## src/sv/ttlz_ram.sv

```systemverilog
// ----------------------------------------------------------------------------
// ttlz_ram
// Generic single-clock RAM, one write and one read port, registered read.
// Read-during-write to the same address returns the old contents.
// ----------------------------------------------------------------------------
module ttlz_ram #(
    parameter int unsigned WIDTH = 8,
    parameter int unsigned DEPTH = 256
) (
    input  logic                     clk,
    input  logic                     we,
    input  logic [$clog2(DEPTH)-1:0] waddr,
    input  logic [WIDTH-1:0]         wdata,
    input  logic                     re,
    input  logic [$clog2(DEPTH)-1:0] raddr,
    output logic [WIDTH-1:0]         rdata
);

    logic [WIDTH-1:0] mem [DEPTH];
    logic [WIDTH-1:0] rdata_reg;

    always_ff @(posedge clk)
    begin
        if (we)
            mem[waddr] <= wdata;
        if (re)
            rdata_reg <= mem[raddr];
    end

    assign rdata = rdata_reg;

endmodule

```

## config.mk

```make
export PLATFORM = sky130hd
export DESIGN_NAME = ttlz_ram
export DESIGN_NICKNAME = d
export VERILOG_FILES = /design/src/sv/ttlz_ram.sv
export SDC_FILE = /design/constraint.sdc
export NUM_CORES = 2
export LEC_CHECK = 0
export BUFFER_PORTS_ARGS = -buffer_cell sky130_fd_sc_hd__buf_2
export CAP_MARGIN = 20
export CELL_PAD_IN_SITES_DETAIL_PLACEMENT = 1
export CELL_PAD_IN_SITES_GLOBAL_PLACEMENT = 1
export CORE_MARGIN = 2
export CORE_UTILIZATION = 50
export DETAILED_ROUTE_END_ITERATION = 16
export GPL_TIMING_DRIVEN = 0
export PLACE_DENSITY_LB_ADDON = 0.2
export SYNTH_ARGS = -nofsm -noshare
export SYNTH_HDL_FRONTEND = slang
export SYNTH_SLANG_ARGS = --single-unit
```

## constraint.sdc

```tcl
create_clock -name clk -period 6 [get_ports clk]
set_input_delay 0 -clock clk [delete_from_list [all_inputs] [get_ports clk]]
set_output_delay 0 -clock clk [all_outputs]
set_load 0.03 [all_outputs]
```

==> results.sh <==
export IMPL_postRouteAntennaNets=0
export IMPL_fin_crit_sh_pct=64.8
export IMPL_clock_sinks=2056
export IMPL_hpwl_mm=168
export IMPL_netlist_area_leader_share_pct=77.5
export IMPL_outcome="finished, final reports clean"
export IMPL_synth_simple_area_share_pct=2.63
export IMPL_final_util_pct=56.9
export IMPL_synth_nets=3760
export IMPL_ys_types=54
export IMPL_syn_inst=3733
export IMPL_syn_area_mm2=0.0796
export IMPL_finalHoldViolCount=0
export IMPL_die_h_um=403
export IMPL_maxCapViolations=0
export IMPL_cts_root_buffer="clkbuf_16"
export IMPL_seq_area_frac_synth_pct=77.5
export IMPL_dieArea_mm2=0.162
export IMPL_max_slew_margin_pct=18.0
export IMPL_critical_path_startpoint="raddr[2]"
export IMPL_synth_top_family_by_area="multiplexers"
export IMPL_cp_end_kind="flop"
export IMPL_cts_inserted_buffers=204
export IMPL_synth_most_common_cell="edfxtp_1"
export IMPL_start_kind="input pin"
export IMPL_yosys_top_cells_area="edfxtp_1 (78%), mux4_2 (13%), mux2i_1 (1.7%), nor2_1 (1.3%), a22oi_1 (1.3%)"
export IMPL_largest_register_ffs=2048
export IMPL_track_usage_pct=31.1
export IMPL_power_density_mw_per_mm2=337
export IMPL_cts_clk_slew_worst_paths_ns=0.06
export IMPL_vias=42000
export IMPL_period_needed_ns=3.89
export IMPL_synth_fa_ha_area_share_pct=0
export IMPL_fmax_mhz=257
export IMPL_finClkSkew_ns=0.0347
export IMPL_io_pin_count=35
export IMPL_nNetsFinal=4057
export IMPL_synth_common_cells="edfxtp_1 (2056), mux4_2 (454), nor2_1 (282)"
export IMPL_grt_pass1_wl_mm=344
export IMPL_final_fill_count=13400
export IMPL_grt_pass1_vias=42300
export IMPL_fin_hold_ws_ns=0.0928
export IMPL_crit_path_max_fanout=10
export IMPL_leakagePower_nw=27.8
export IMPL_clock_latency_ns=0.86
export IMPL_drc=0
export IMPL_post_cts_resized=0
export IMPL_drt_initial_drc_count=6435
export IMPL_cts_setup_buffers=0
export IMPL_worstSetupPathType="in2reg"
export IMPL_core_area_mm2=0.158
export IMPL_synth_compound_area_share_pct=3.42
export IMPL_irDropWorstVdd_mv=0.308
export IMPL_place_ws_ns=1.40
export IMPL_antenna_found_initial=23
export IMPL_setup_slack_ns=2.11
export IMPL_worstReg2RegStart="mem[67][5]$_DFFE_PP_"
export IMPL_initial_core_util_pct=50.3
export IMPL_final_max_slew_violation_count=0
export IMPL_rows=146
export IMPL_synth_edf_count=2056
export IMPL_hold_path_class="in2reg"
export IMPL_numPortBuffers=27
export IMPL_synth_async_sr_flop_share_pct=0
export IMPL_wire_per_inst_um=39.9
export IMPL_setup_tns_ns=0
export IMPL_drt_pass1_iter_count=10
export IMPL_min_delay_start="waddr[4]"
export IMPL_synth_xor_area_share_pct=0
export IMPL_worstPathRequired_ns=6.54
export IMPL_multi_input_area_mm2=0.0164
export IMPL_rrSetupSlack_ns=2.39
export IMPL_synth_area_per_cell_um2=21.3
export IMPL_worst_slew_pin_transition_ns=1.23
export IMPL_syn_to_final_growth_pct=13.0
export IMPL_cts_tree="done"
export IMPL_drt_wl_total_mm=251
export IMPL_synth_warnings=0
export IMPL_avgViaCountPerCell=6.68
export IMPL_ys_ff_latch=2056
export IMPL_cts_buffer_depth=3
export IMPL_gp_congestion=0.913
export IMPL_drive_gt1_share_pct=22.5
export IMPL_arrival_ns=4.42
export IMPL_htreeDepth=4
export IMPL_synth_top_area_cell="edfxtp_1"
export IMPL_die_w_um=403
export IMPL_grt_overflow_total=0
export IMPL_seq_area_mm2=0.0617
export IMPL_worstRegToRegCells=7
export IMPL_synth_ff_type="edfxtp_1"
export IMPL_rsz0062_at_grt="no"
export IMPL_hold_depth=3
export IMPL_setup_viol=0
export IMPL_grt_start_max_net_pins=157
export IMPL_muxShareOfSynthArea_pct=14.6
## power breakdown
group | internal, mW | leakage (nW) | switching (mW)
Clock | 7.19 | 3.23 | 5.59
Sequential | 15.8 | 18.5 | 0.0154
Combinational | 0.530 | 6.12 | 1.21
## repair_timing
| action | 4_1_cts | 5_1_grt |
|---|---|---|
| hold buffers | 14 | 0 |
| endpoints found under the hold margin | 1155 | 0 |
| setup endpoints to repair | 0 | 0 |
## cell type report
| class | instances | share of cell area (%) |
|---|---|---|
| Sequential cell | 2056 | 68.6 |
| Multi-Input combinational cell | 1442 | 18.3 |
| Clock buffer | 252 | 5.92 |
| Tap cell | 2072 | 2.88 |
| Buffer | 233 | 1.64 |
| Clock inverter | 126 | 1.42 |
| Timing Repair Buffer | 91 | 1.23 |
| Antenna cell | 11 | 0.0306 |
| Inverter | 2 | 0.00834 |
## per-stage QoR
| stage | cell area, µm² | total power [mW] | std cells |
|---|---|---|---|
| global placement | 82400 | 17.8 | 5832 |
| detailed placement | 83200 | 17.9 | 5877 |
| floorplan | 79600 | 16.9 | 3733 |
| CTS | 89900 | 30.4 | 6269 |
| finish | 90000 | 30.4 | 6285 |
| global route | 90000 | 31.0 | 6276 |
## placed cells by master, fill, tap and decap left out, drive strengths merged, types with 10 or more instances in the layout
cell,netlist,routed
mux4,456,456
clkinv,1,99
o22ai,28,28
mux2i,134,134
nor4,27,27
clkbuf,111,363
nor3,22,22
a22oi,133,133
buf,122,199
a211oi,16,16
nand2,33,33
nand4,10,10
diode,0,11
a21oi,96,96
o21ai,12,12
o221ai,47,47
a221oi,14,14
nand3,34,34
dlygate4sd3,0,14
o211ai,10,10
nor2b,31,31
edfxtp,2056,2056
bufinv,0,20
nor2,282,282
## routing by layer
layer	part of all wire [%]	track usage (%)
met4	4.3	12.3
met2	47	48.4
met5	0.026	0
met1	38	42.9
met3	11	7.52
## path summary, 6_finish.rpt
| path | end |
|---|---|
| worst max-delay path | rdata[0]$_DFFE_PP_ |
| worst min-delay path | mem[114][4]$_DFFE_PP_ |
| worst max register to register | rdata[5]$_DFFE_PP_ |
| worst min register to register | rdata[2]$_DFFE_PP_ |
## kinds of logic after synthesis
logic type	count (synthesis)
AOI/OAI and AO/OA	385
buffers and inverters	235
DFF	2056
muxes	591
and+or+nand+nor	466
## critical path, cell delays in order
cell	delay (ns)
buf_2	0.22
buf_2	0.62
and2_1	0.23
buf_1	0.68
clkbuf_1	0.87
a22oi_1	0.36
a21oi_1	0.48
nor4_2	0.24
nor4_2	0.67
No activity file was read; power rests on OpenSTA's default activity.
