==> src/sv/ttlz_pkg.sv <==
// ----------------------------------------------------------------------------
// ttlz_pkg
// Shared types, codes and helpers for the text-token LZ copy decoder.
// ----------------------------------------------------------------------------
package ttlz_pkg;

    // History size in bytes and the derived address and count widths.
    localparam int unsigned HIST_DEPTH = 1048576;
    localparam int unsigned HIST_AW    = $clog2(HIST_DEPTH);
    localparam int unsigned CNT_W      = $clog2(HIST_DEPTH + 1);

    // Token characters
    localparam logic [7:0] CH_STAR  = 8'h2A;
    localparam logic [7:0] CH_SPACE = 8'h20;
    localparam logic [7:0] CH_NL    = 8'h0A;
    localparam logic [7:0] CH_ZERO  = 8'h30;
    localparam logic [7:0] CH_NINE  = 8'h39;

    typedef enum logic [1:0] {
        CMD_PRELOAD = 2'd0,
        CMD_STREAM  = 2'd1,
        CMD_DRAIN   = 2'd2,
        CMD_NEWFILE = 2'd3
    } cmd_t;

    typedef enum logic [1:0] {
        KIND_NONE = 2'd0,
        KIND_DATA = 2'd1,
        KIND_ERR  = 2'd2
    } kind_t;

    typedef enum logic [1:0] {
        PH_OUT = 2'd0,
        PH_POS = 2'd1,
        PH_LEN = 2'd2
    } phase_t;

    typedef struct packed {
        cmd_t       cmd;
        logic [7:0] in_byte;
    } req_item_t;

    typedef struct packed {
        kind_t      kind;
        logic [7:0] out_byte;
        logic       copy_last;
    } rsp_item_t;

    // Action decided for one accepted item
    typedef struct packed {
        kind_t              kind;
        logic [7:0]         data;      // literal byte, zero when not used
        logic               last;
        logic               from_mem;  // result byte comes from the history read
        logic               rd_en;
        logic [HIST_AW-1:0] rd_addr;
        logic               wr_en;
        logic [HIST_AW-1:0] wr_addr;
    } ttlz_act_t;

    // acc * 10 + d, saturating at the history depth
    function automatic logic [CNT_W-1:0] add_digit(input logic [CNT_W-1:0] acc,
                                                   input logic [3:0]       d);
        logic [CNT_W+3:0] wide;
        logic [CNT_W+3:0] t;
        wide = {4'b0000, acc};
        t = (wide << 3) + (wide << 1) + {{CNT_W{1'b0}}, d};
        if (t > (CNT_W + 4)'(HIST_DEPTH))
            return CNT_W'(HIST_DEPTH);
        return t[CNT_W-1:0];
    endfunction

endpackage

==> src/sv/ttlz_ctrl.sv <==
// ----------------------------------------------------------------------------
// ttlz_ctrl
// Token parser, write pointer, match base and pending copy. Decides per item
// which history access to make and what result to give.
// ----------------------------------------------------------------------------
module ttlz_ctrl import ttlz_pkg::*; (
    input  logic      clk,
    input  logic      rst_n,
    input  logic      accept,
    input  req_item_t item,
    output ttlz_act_t act
);

    logic [CNT_W-1:0] wc_reg,   wc_next;
    logic [CNT_W-1:0] base_reg, base_next;
    phase_t           phase_reg, phase_next;
    logic [CNT_W-1:0] pos_reg,  pos_next;
    logic [CNT_W-1:0] len_reg,  len_next;
    logic [CNT_W-1:0] src_reg,  src_next;
    logic [CNT_W-1:0] rem_reg,  rem_next;

    logic             is_digit;
    logic [3:0]       digit_val;
    logic             pending;
    logic             full;
    logic [CNT_W:0]   src_sum;   // match_base + relative position
    logic [CNT_W:0]   end_wr;    // write_count + length
    logic [CNT_W:0]   end_src;   // source + length

    assign is_digit  = item.in_byte inside {[CH_ZERO:CH_NINE]};
    assign digit_val = 4'(item.in_byte - CH_ZERO);
    assign pending   = (rem_reg != '0);
    assign full      = (wc_reg >= CNT_W'(HIST_DEPTH));
    assign src_sum   = {1'b0, base_reg} + {1'b0, pos_reg};
    assign end_wr    = {1'b0, wc_reg} + {1'b0, len_reg};
    assign end_src   = src_sum + {1'b0, len_reg};

    always_comb
    begin
        wc_next    = wc_reg;
        base_next  = base_reg;
        phase_next = phase_reg;
        pos_next   = pos_reg;
        len_next   = len_reg;
        src_next   = src_reg;
        rem_next   = rem_reg;

        act.kind     = KIND_NONE;
        act.data     = 8'h00;
        act.last     = 1'b0;
        act.from_mem = 1'b0;
        act.rd_en    = 1'b0;
        act.rd_addr  = src_reg[HIST_AW-1:0];
        act.wr_en    = 1'b0;
        act.wr_addr  = wc_reg[HIST_AW-1:0];

        case (item.cmd)
            CMD_PRELOAD:
            begin
                if (pending || full)
                    act.kind = KIND_ERR;
                else
                begin
                    act.wr_en = 1'b1;
                    act.data  = item.in_byte;
                    wc_next   = wc_reg + 1'b1;
                end
            end
            CMD_STREAM:
            begin
                if (pending)
                    act.kind = KIND_ERR;
                else
                begin
                    case (phase_reg)
                        PH_POS:
                        begin
                            if (is_digit)
                                pos_next = add_digit(pos_reg, digit_val);
                            else if (item.in_byte == CH_SPACE)
                            begin
                                phase_next = PH_LEN;
                                len_next   = '0;
                            end
                        end
                        PH_LEN:
                        begin
                            if (is_digit)
                                len_next = add_digit(len_reg, digit_val);
                            else if (item.in_byte == CH_NL)
                            begin
                                phase_next = PH_OUT;
                                if (len_reg == '0)
                                begin
                                    if (src_sum > {1'b0, wc_reg})
                                        act.kind = KIND_ERR;
                                    else
                                        base_next = src_sum[CNT_W-1:0];
                                end
                                else if (src_sum >= {1'b0, wc_reg})
                                    act.kind = KIND_ERR;
                                else if (end_wr > (CNT_W + 1)'(HIST_DEPTH))
                                    act.kind = KIND_ERR;
                                else
                                begin
                                    src_next  = src_sum[CNT_W-1:0];
                                    rem_next  = len_reg;
                                    base_next = end_src[CNT_W-1:0];
                                end
                            end
                        end
                        PH_OUT:
                        begin
                            if (item.in_byte == CH_STAR)
                            begin
                                phase_next = PH_POS;
                                pos_next   = '0;
                            end
                            else if (full)
                                act.kind = KIND_ERR;
                            else
                            begin
                                act.kind  = KIND_DATA;
                                act.data  = item.in_byte;
                                act.wr_en = 1'b1;
                                wc_next   = wc_reg + 1'b1;
                            end
                        end
                        default:
                            phase_next = PH_OUT;
                    endcase
                end
            end
            CMD_DRAIN:
            begin
                if (pending && (src_reg < wc_reg) && !full)
                begin
                    act.kind     = KIND_DATA;
                    act.from_mem = 1'b1;
                    act.rd_en    = 1'b1;
                    act.wr_en    = 1'b1;
                    act.last     = (rem_reg == CNT_W'(1));
                    wc_next      = wc_reg + 1'b1;
                    src_next     = src_reg + 1'b1;
                    rem_next     = rem_reg - 1'b1;
                end
            end
            CMD_NEWFILE:
            begin
                base_next  = '0;
                phase_next = PH_OUT;
                pos_next   = '0;
                len_next   = '0;
                src_next   = '0;
                rem_next   = '0;
            end
            default:
            begin
            end
        endcase
    end

    always_ff @(posedge clk or negedge rst_n)
    begin
        if (!rst_n)
        begin
            wc_reg    <= '0;
            base_reg  <= '0;
            phase_reg <= PH_OUT;
            pos_reg   <= '0;
            len_reg   <= '0;
            src_reg   <= '0;
            rem_reg   <= '0;
        end
        else if (accept)
        begin
            wc_reg    <= wc_next;
            base_reg  <= base_next;
            phase_reg <= phase_next;
            pos_reg   <= pos_next;
            len_reg   <= len_next;
            src_reg   <= src_next;
            rem_reg   <= rem_next;
        end
    end

    // a copy only becomes pending on a completed token
    a_copy_outside_token: assert property (@(posedge clk) disable iff (!rst_n)
        (rem_reg != '0) |-> (phase_reg == PH_OUT))
        else $error("copy pending inside a token");

    a_wc_bound: assert property (@(posedge clk) disable iff (!rst_n)
        wc_reg <= CNT_W'(HIST_DEPTH))
        else $error("write count beyond history depth");

    a_copy_fits: assert property (@(posedge clk) disable iff (!rst_n)
        ({1'b0, wc_reg} + {1'b0, rem_reg}) <= (CNT_W + 1)'(HIST_DEPTH))
        else $error("pending copy would overrun history");

    a_src_behind: assert property (@(posedge clk) disable iff (!rst_n)
        (rem_reg != '0) |-> (src_reg < wc_reg))
        else $error("copy source not behind write pointer");

endmodule
==> config.mk <==
export PLATFORM = sky130hd
export DESIGN_NAME = ttlz_ctrl
export DESIGN_NICKNAME = d
export VERILOG_FILES = /design/src/sv/ttlz_pkg.sv /design/src/sv/ttlz_ctrl.sv
export SDC_FILE = /design/constraint.sdc
export NUM_CORES = 1
export LEC_CHECK = 0
export BUFFER_PORTS_ARGS = -buffer_cell sky130_fd_sc_hd__buf_4
export CAP_MARGIN = 30
export CELL_PAD_IN_SITES_DETAIL_PLACEMENT = 2
export CELL_PAD_IN_SITES_GLOBAL_PLACEMENT = 2
export CORE_UTILIZATION = 30
export DETAILED_ROUTE_END_ITERATION = 7
export PLACE_DENSITY = 0.72
export SKIP_LAST_GASP = 1
export SLEW_MARGIN = 20
export SYNTH_ARGS = -nofsm -noshare
export SYNTH_HDL_FRONTEND = slang
export SYNTH_SLANG_ARGS = --single-unit
==> constraint.sdc <==
create_clock -name clk -period 10.9 [get_ports clk]
set_input_delay 0 -clock clk [delete_from_list [all_inputs] [get_ports clk]]
set_output_delay 0 -clock clk [all_outputs]
set_load 0.005 [all_outputs]
==> results of run 1 <==
-- cell usage in the layout, fill, tap and decap left out, drive strengths merged, types with 22 or more instances in the layout --
master	synthesis	layout
a211oi	25	25
a21o	38	38
a21oi	114	114
a31oi	34	34
a32o	22	22
and2	31	31
and3	34	34
buf	53	99
clkbuf	50	22
dfrtp	128	128
ha	190	190
inv	81	81
nand2	97	97
nand3	92	92
nor2	106	106
nor3	48	48
o21a	23	23
o21ai	77	77
or3	24	24
xnor2	60	60
xor2	23	23
-- layer usage --
layer	track usage [%]	part of all wire [%]	up-vias
met4	7.65	2.5	0
met2	40.2	48	262
met1	30.7	47	6983
met5	0	0	-
li1	-	-	6303
met3	3.35	3.5	76
-- area by class of cell --
cell class,count,area [sq um]
Fill cell,5117,29900
Clock inverter,11,185
Tap cell,600,751
Clock buffer,21,460
Inverter,81,304
Timing Repair Buffer,104,807
Sequential cell,128,3200
Multi-Input combinational cell,1352,9920
-- through the flow --
step	instance area, sq um	std cells
2_1_floorplan	13900	1664
3_3_place_gp	14900	2258
3_5_place_dp	15000	2261
4_1_cts	15600	2296
5_1_grt	15600	2297
6_report	15600	2297
-- where the power goes --
group,switching [mW],internal [mW]
clock,0.240,0.416
combinational,0.219,0.135
sequential,0.0630,0.508
-- worst paths after layout --
check | start | to | slack [ns] | cells after the start
worst max register to register | pos_reg[0]$_DFFE_PN0P_ | src_reg[1]$_DFFE_PN0P_ | 4.83 | 23
max in group asynchronous | rst_n | pos_reg[13]$_DFFE_PN0P_ | 9.49 | 3
min in group asynchronous | rst_n | wc_reg[11]$_DFFE_PN0P_ | 0.12 | 2
worst max-delay path | pos_reg[0]$_DFFE_PN0P_ | act[53] | 4.78 | 21
worst min register to register | base_reg[16]$_DFFE_PN0P_ | base_reg[16]$_DFFE_PN0P_ | 0.52 | 2
worst min-delay path | accept | src_reg[9]$_DFFE_PN0P_ | 0.05 | 3
-- cells by family after synthesis --
logic type               after synthesis  synth area share [%]
buffers and inverters                184                  6.24
AND/OR/NAND/NOR                      541                  20.4
AO/OA/AOI/OAI                        520                  26.3
adder cells (fa/ha/maj)              197                  18.1
flip-flops                           128                  23.0
XOR/XNOR                              83                  5.22
multiplexers                          11                 0.826
-- worst max-delay path, stage by stage (launching register included) --
cell and delay, ns:
dfrtp_1 0.43, ha_1 0.23, inv_1 0.07, fa_1 0.21
nor2b_1 0.07, o31a_1 0.28, o221ai_1 0.25, a31oi_1 0.23
a311oi_1 0.58, nor2_1 0.09, a221oi_1 0.31, xnor2_1 0.20
ha_1 0.34, nand3_1 0.10, nor4_1 0.42, a31oi_1 0.13
o21ai_0 0.15, a211o_1 0.21, or2_2 0.14, nor2_1 0.05
o41ai_1 0.91, buf_4 0.24
-- cells in the mapped netlist (16+ instances only) --
master    count  area [sq um]
nor2b_1      16           100
inv_1        81           304
nand4_1      16           100
nand3_1      91           455
a31oi_1      34           213
a21o_1       38           285
nor2_1      106           398
a32o_1       22           220
dfrtp_1     128          3200
xnor2_1      60           526
nand2b_1     20           125
a22o_1       17           149
o21ai_0      55           275
a211oi_1     25           188
and2_1       31           194
nand2_1      97           364
o21a_1       23           173
ha_1        190          2380
nor3_1       47           235
a21oi_1     113           566
nor4_1       17           106
clkbuf_1     50           188
o21ai_1      22           110
and3_1       34           213
buf_4        42           315
xor2_1       23           201
or3_1        22           138
-- repair_timing --
item	in CTS	in global routing
hold buffers	3	0
endpoints found under the setup margin	0	0
hold endpoints to repair	77	0
==> run_results.csv, run 1 <==
group,metric,value,unit
sta,clock_skew,0.0105,ns
clock_tree,clk_path_buf_depth,2,
detailed_routing,post-route-drc-count,0,
grt,grt_usage,23.7,%
synth,synth_seq_area_share,23.0,%
place,post-dp-hpwl,41800,microns
setup_path,crit_type,"flip-flop to output port",
outcome,status,"completed",
synth,ys_types,87,
synth,ys_seq_elements,128,
floorplan,die_h,217,microns
floorplan,design.die.area,0.0473,sq mm
clock_tree,cts_root_buf,"clkbuf_16",
clock_tree,insertion_delay,0.45,ns
grt,grt_max_degree,76,
sta,timing.fmax,163,MHz
setup_path,endpoint_kind,"output port",
floorplan,rows,78,
synth,syn_nets,1874,
clock_tree,post_cts_buffers,0,
detailed_routing,viasPerCell,5.93,
grt,antenna_found_initial,0,
floorplan,dieWidth,217,microns
layout,postLayoutCoreUtil,34.3,%
job,max-cap-violations,0,
sta,tightest_slew,1.02,ns
sta,slew_viol_final,0,
sta,setup_slack,4.78,ns
grt,grt_overflow,0,
clock_tree,cts_sinks,128,
power_and_ir_drop,p_per_area,101,mW/mm^2
setup_path,required,10.90,ns
detailed_routing,num_vias,13624,
power_and_ir_drop,power,1.58,mW
place,place_ws,4.87,ns
synth,ys.flop_type,"dfrtp_1",
setup_path,worst_setup_path_start_kind,"flip-flop",
synth,synth_area,0.0139,sq mm
detailed_routing,drt-wirelength-per-cell,24.1,microns
sta,min_period,6.12,ns
clock_tree,cts_max_level,4,
grt,grt_pass1_wl,86800,microns
detailed_routing,drtIter0Drc,748,
worst_hold_path,worstHoldPathType,"input port to flip-flop",
sta,timing_hold_violations_final,0,
sta,setup_tns,0,ns
setup_path,arrival,6.12,ns
clock_tree,numCtsBuffers,17,
power_and_ir_drop,ir_drop,0.0000908,V
floorplan,io_pins,67,
layout,drive_gt1_share,9.78,%
sta,setup_viol,0,
floorplan,coreArea,0.0456,sq mm
layout,fin_nets,1894,
synth,synthArstFlopShare,100,%
place,port_buffers,66,
clock_tree,cts_tree,"built",
detailed_routing,ant_nets,0,
clock_tree,post_cts_resized,0,
sta,holdWs,0.0531,ns
synth,synth_edf_count,0,
synth,ys_warn_count,0,
clock_tree,clk_pin_slew,0.06,ns
sta,slew_headroom,31.2,%
setup_path,cp_max_fo,4,
place,gp_congestion,0.868,
floorplan,start_util,30.6,%
power_and_ir_drop,p_leak,7.41,nW
synth,avgSynthCellArea,8.37,sq um
sta,min_period_over_period,56.1,%
layout,num_antenna_cells,0,
synth,synthCells,1664,
sta,rsz0062_at_grt,"no",
detailed_routing,dr.pass1.iters,5,
grt,grt_pass1_vias,14672,
layout,areaGrowthSynthToFinish,12.2,%
detailed_routing,routed_wl,55400,microns
Note: power is estimated with default switching activity, not from simulation.
==> inputs of run 2 (changes only) <==
- ABC_AREA: default -> 1
- PLACE_DENSITY: 0.72 -> 0.77
- clock period: 10.9 -> 6.2 ns (I/O delays scaled with it)
==> run 2 against run 1 <==
Compared with the run above:
- register-to-register slack worse by 4.0 ns
- sequential share of layout area is 2.1 points lower
- first-iteration DRC count is 17% higher
- count of clock-buffer cells in the layout stayed put
- power grew to 4.3 times the previous value
- sequential power grew to 2.7 times the previous value
- synthesized area is 14% higher
- non-clock buffer count is 18 lower
- routed wire length is 21% higher
- clock skew hardly changed
- synthesized cell count is 50% higher
- highest routed layer is now met5
==> run_results.csv, run 2 <==
group,metric,value,unit
power_and_ir_drop,ir_drop,0.000224,V
layout,final_cell_mix,"nand2_1 (734), inv_1 (306), nor2_1 (244)",
floorplan,io_pins,67,
sta,rsz0062_at_grt,"no",
synth,synth_edf_count,0,
grt,antenna_found_initial,1,
synth,ys.flop_type,"dfrtp_1",
sta,setup_tns,0,ns
synth,yosysTopAreaCell,"dfrtp_1",
floorplan,dieWidth,232,microns
floorplan,design.die.area,0.0540,sq mm
synth,ys_warn_count,0,
layout,fillers,6445,
sta,slew_headroom,40.0,%
synth,ys_types,67,
clock_tree,post_cts_buffers,0,
grt,grt_pass1_wl,106000,microns
clock_tree,clk_path_buf_depth,2,
clock_tree,cts_root_buf,"clkbuf_16",
clock_tree,cts_hold_buf,2,
synth,synth_top_cell_area_share,20.1,%
synth,ys_seq_elements,128,
detailed_routing,drtIter0Drc,875,
grt,grt_overflow,0,
synth,synthTopCellsByCount,"nand2_1 (734), inv_1 (306), nor2_1 (245)",
detailed_routing,viasPerCell,5.31,
power_and_ir_drop,power_frac_comb,61.9,%
clock_tree,cts_sinks,128,
sta,min_period_over_period,85.8,%
power_and_ir_drop,clock_power_share,15.5,%
detailed_routing,routed_wl,67200,microns
grt,grt_max_degree,69,
floorplan,rows,84,
worst_hold_path,min_from,"item[0]",
clock_tree,cts_tree,"built",
setup_path,arrival,5.68,ns
synth,avgSynthCellArea,6.40,sq um
sta,slew_viol_final,0,
floorplan,die_h,232,microns
place,port_buffers,66,
layout,num_antenna_cells,0,
power_and_ir_drop,p_per_area,386,mW/mm^2
clock_tree,numCtsBuffers,17,
layout,final_common_cell,"nand2_1",
clock_tree,cts_max_level,4,
setup_path,cp_max_fo,21,
setup_path,r2r-start,"pos_reg[3]$_DFFE_PN0P_",
grt,grt_usage,25.5,%
outcome,status,"completed",
sta,timing.fmax,188,MHz
layout,drive_gt1_share,7.02,%
detailed_routing,dr.pass1.iters,5,
sta,holdWs,0.0147,ns
synth,yosys-top-cells-area,"dfrtp_1 (20%), nand2_1 (17%), ha_1 (15%), inv_1 (7.2%), nor2_1 (5.8%)",
setup_path,crit_start,"pos_reg[3]$_DFFE_PN0P_",
floorplan,coreArea,0.0524,sq mm
synth,synthCells,2488,
clock_tree,post_cts_resized,0,
synth,synth_area,0.0159,sq mm
place,gp_congestion,0.919,
layout,final_cell_area,0.0175,sq mm
sta,setup_viol,0,
detailed_routing,drt-wirelength-per-cell,20.9,microns
clock_tree,insertion_delay,0.49,ns
layout,areaGrowthSynthToFinish,9.70,%
worst_hold_path,worstHoldPathType,"input port to flip-flop",
sta,timing_hold_violations_final,0,
detailed_routing,post-route-drc-count,0,
layout,fin_nets,2718,
layout,postLayoutCoreUtil,33.3,%
sta,tightest_slew,0.898,ns
power_and_ir_drop,switching_power,3.64,mW
power_and_ir_drop,intPower,3.10,mW
detailed_routing,num_vias,17049,
setup_path,worst_setup_path_start_kind,"flip-flop",
setup_path,endpoint_kind,"flip-flop",
floorplan,start_util,30.3,%
sta,clock_skew,0.0107,ns
synth,synthArstFlopShare,100,%
job,max-cap-violations,0,
clock_tree,clk_pin_slew,0.07,ns
power_and_ir_drop,p_leak,9.40,nW
power_and_ir_drop,power.share.sequential,22.5,%
grt,grt_pass1_vias,18557,
synth,post-synth-top-count-cell,"nand2_1",
place,post-dp-hpwl,54500,microns
place,place_area,0.0168,sq mm
detailed_routing,ant_nets,0,
synth,syn_nets,2698,
setup_path,required,6.56,ns
power_and_ir_drop,switching_share,54.0,%
synth,synth_seq_area_share,20.1,%
sta,min_period,5.32,ns
setup_path,crit_type,"flip-flop to flip-flop",
==> run 2: layer usage <==
layer	vias to the layer above	track usage, %	wire [microns]
li1	8149	-	-
met1	8591	33.0	31500
met2	241	43.7	32200
met3	66	3.71	2180
met4	2	6.76	1260
met5	-	0	11
==> run 2: cell families after synthesis <==
group                      after synthesis  synth area share (%)
adders and majority gates              197                  15.8
DFF                                    128                  20.1
AOI/OAI and AO/OA                      325                  11.6
buffers and inverters                  407                  11.2
xor gates and xnor gates                85                  4.73
muxes                                    1                0.0629
and+or+nand+nor                       1345                  36.5
==> run 2: worst paths after layout <==
| path | slack (ns) | to | depth (start not counted) |
|---|---|---|---|
| max in group asynchronous | 4.95 | src_reg[4]$_DFFE_PN0P_ | 4 |
| min in group asynchronous | 0.04 | wc_reg[0]$_DFFE_PN0P_ | 2 |
| max | 0.88 | base_reg[10]$_DFFE_PN0P_ | 23 |
| max reg2reg | 0.88 | base_reg[10]$_DFFE_PN0P_ | 23 |
| min | 0.01 | len_reg[0]$_DFFE_PN0P_ | 5 |
| min reg2reg | 0.49 | base_reg[3]$_DFFE_PN0P_ | 2 |
==> run 2: power groups by stage <==
stage / Clock [mW] / Sequential [mW] / Combinational, mW
after global placement: 0 / 1.51 / 3.91
after CTS: 1.07 / 1.52 / 4.17
final: 1.05 / 1.52 / 4.17
after detailed placement: 0 / 1.53 / 4.12
after global routing: 1.10 / 1.56 / 4.65
after floorplan: 0 / 1.33 / 2.90
==> run 2: layout make-up <==
class | count | area (sq um) | share of cell area, %
timing repair buffer | 86 | 667 | 3.82
clock inverter | 11 | 133 | 0.760
tap | 688 | 861 | 4.93
inverter | 322 | 1210 | 6.92
clock buffer | 21 | 460 | 2.64
multi-input combinational | 1953 | 10900 | 62.6
sequential | 128 | 3200 | 18.3
==> run 2: critical path, stage by stage (launching register included) <==
cell,delay [ns]
dfrtp_1,0.44
ha_1,0.41
a21oi_1,0.14
o21ai_0,0.27
a21oi_1,0.12
o21ai_0,0.27
nand2_1,0.10
nand2_1,0.09
xor2_1,0.64
ha_1,0.37
nand2_1,0.06
nor2_1,0.05
inv_1,0.07
nor2_1,0.07
a211oi_1,0.24
nand2_1,0.09
nand2_1,0.07
nand2_1,0.07
nor2_1,0.14
nand2_1,0.12
nand3_1,0.34
nand2_1,0.63
nand2_1,0.27
nand2_1,0.10
==> run 2: stage by stage <==
stage	power, mW	setup slack [ns]	std cells
3_3_place_gp	5.41	1.33	3174
3_5_place_dp	5.65	1.03	3174
2_1_floorplan	4.22	2.72	2488
6_report	6.74	0.879	3209
4_1_cts	6.76	0.919	3208
5_1_grt	7.31	0.457	3209
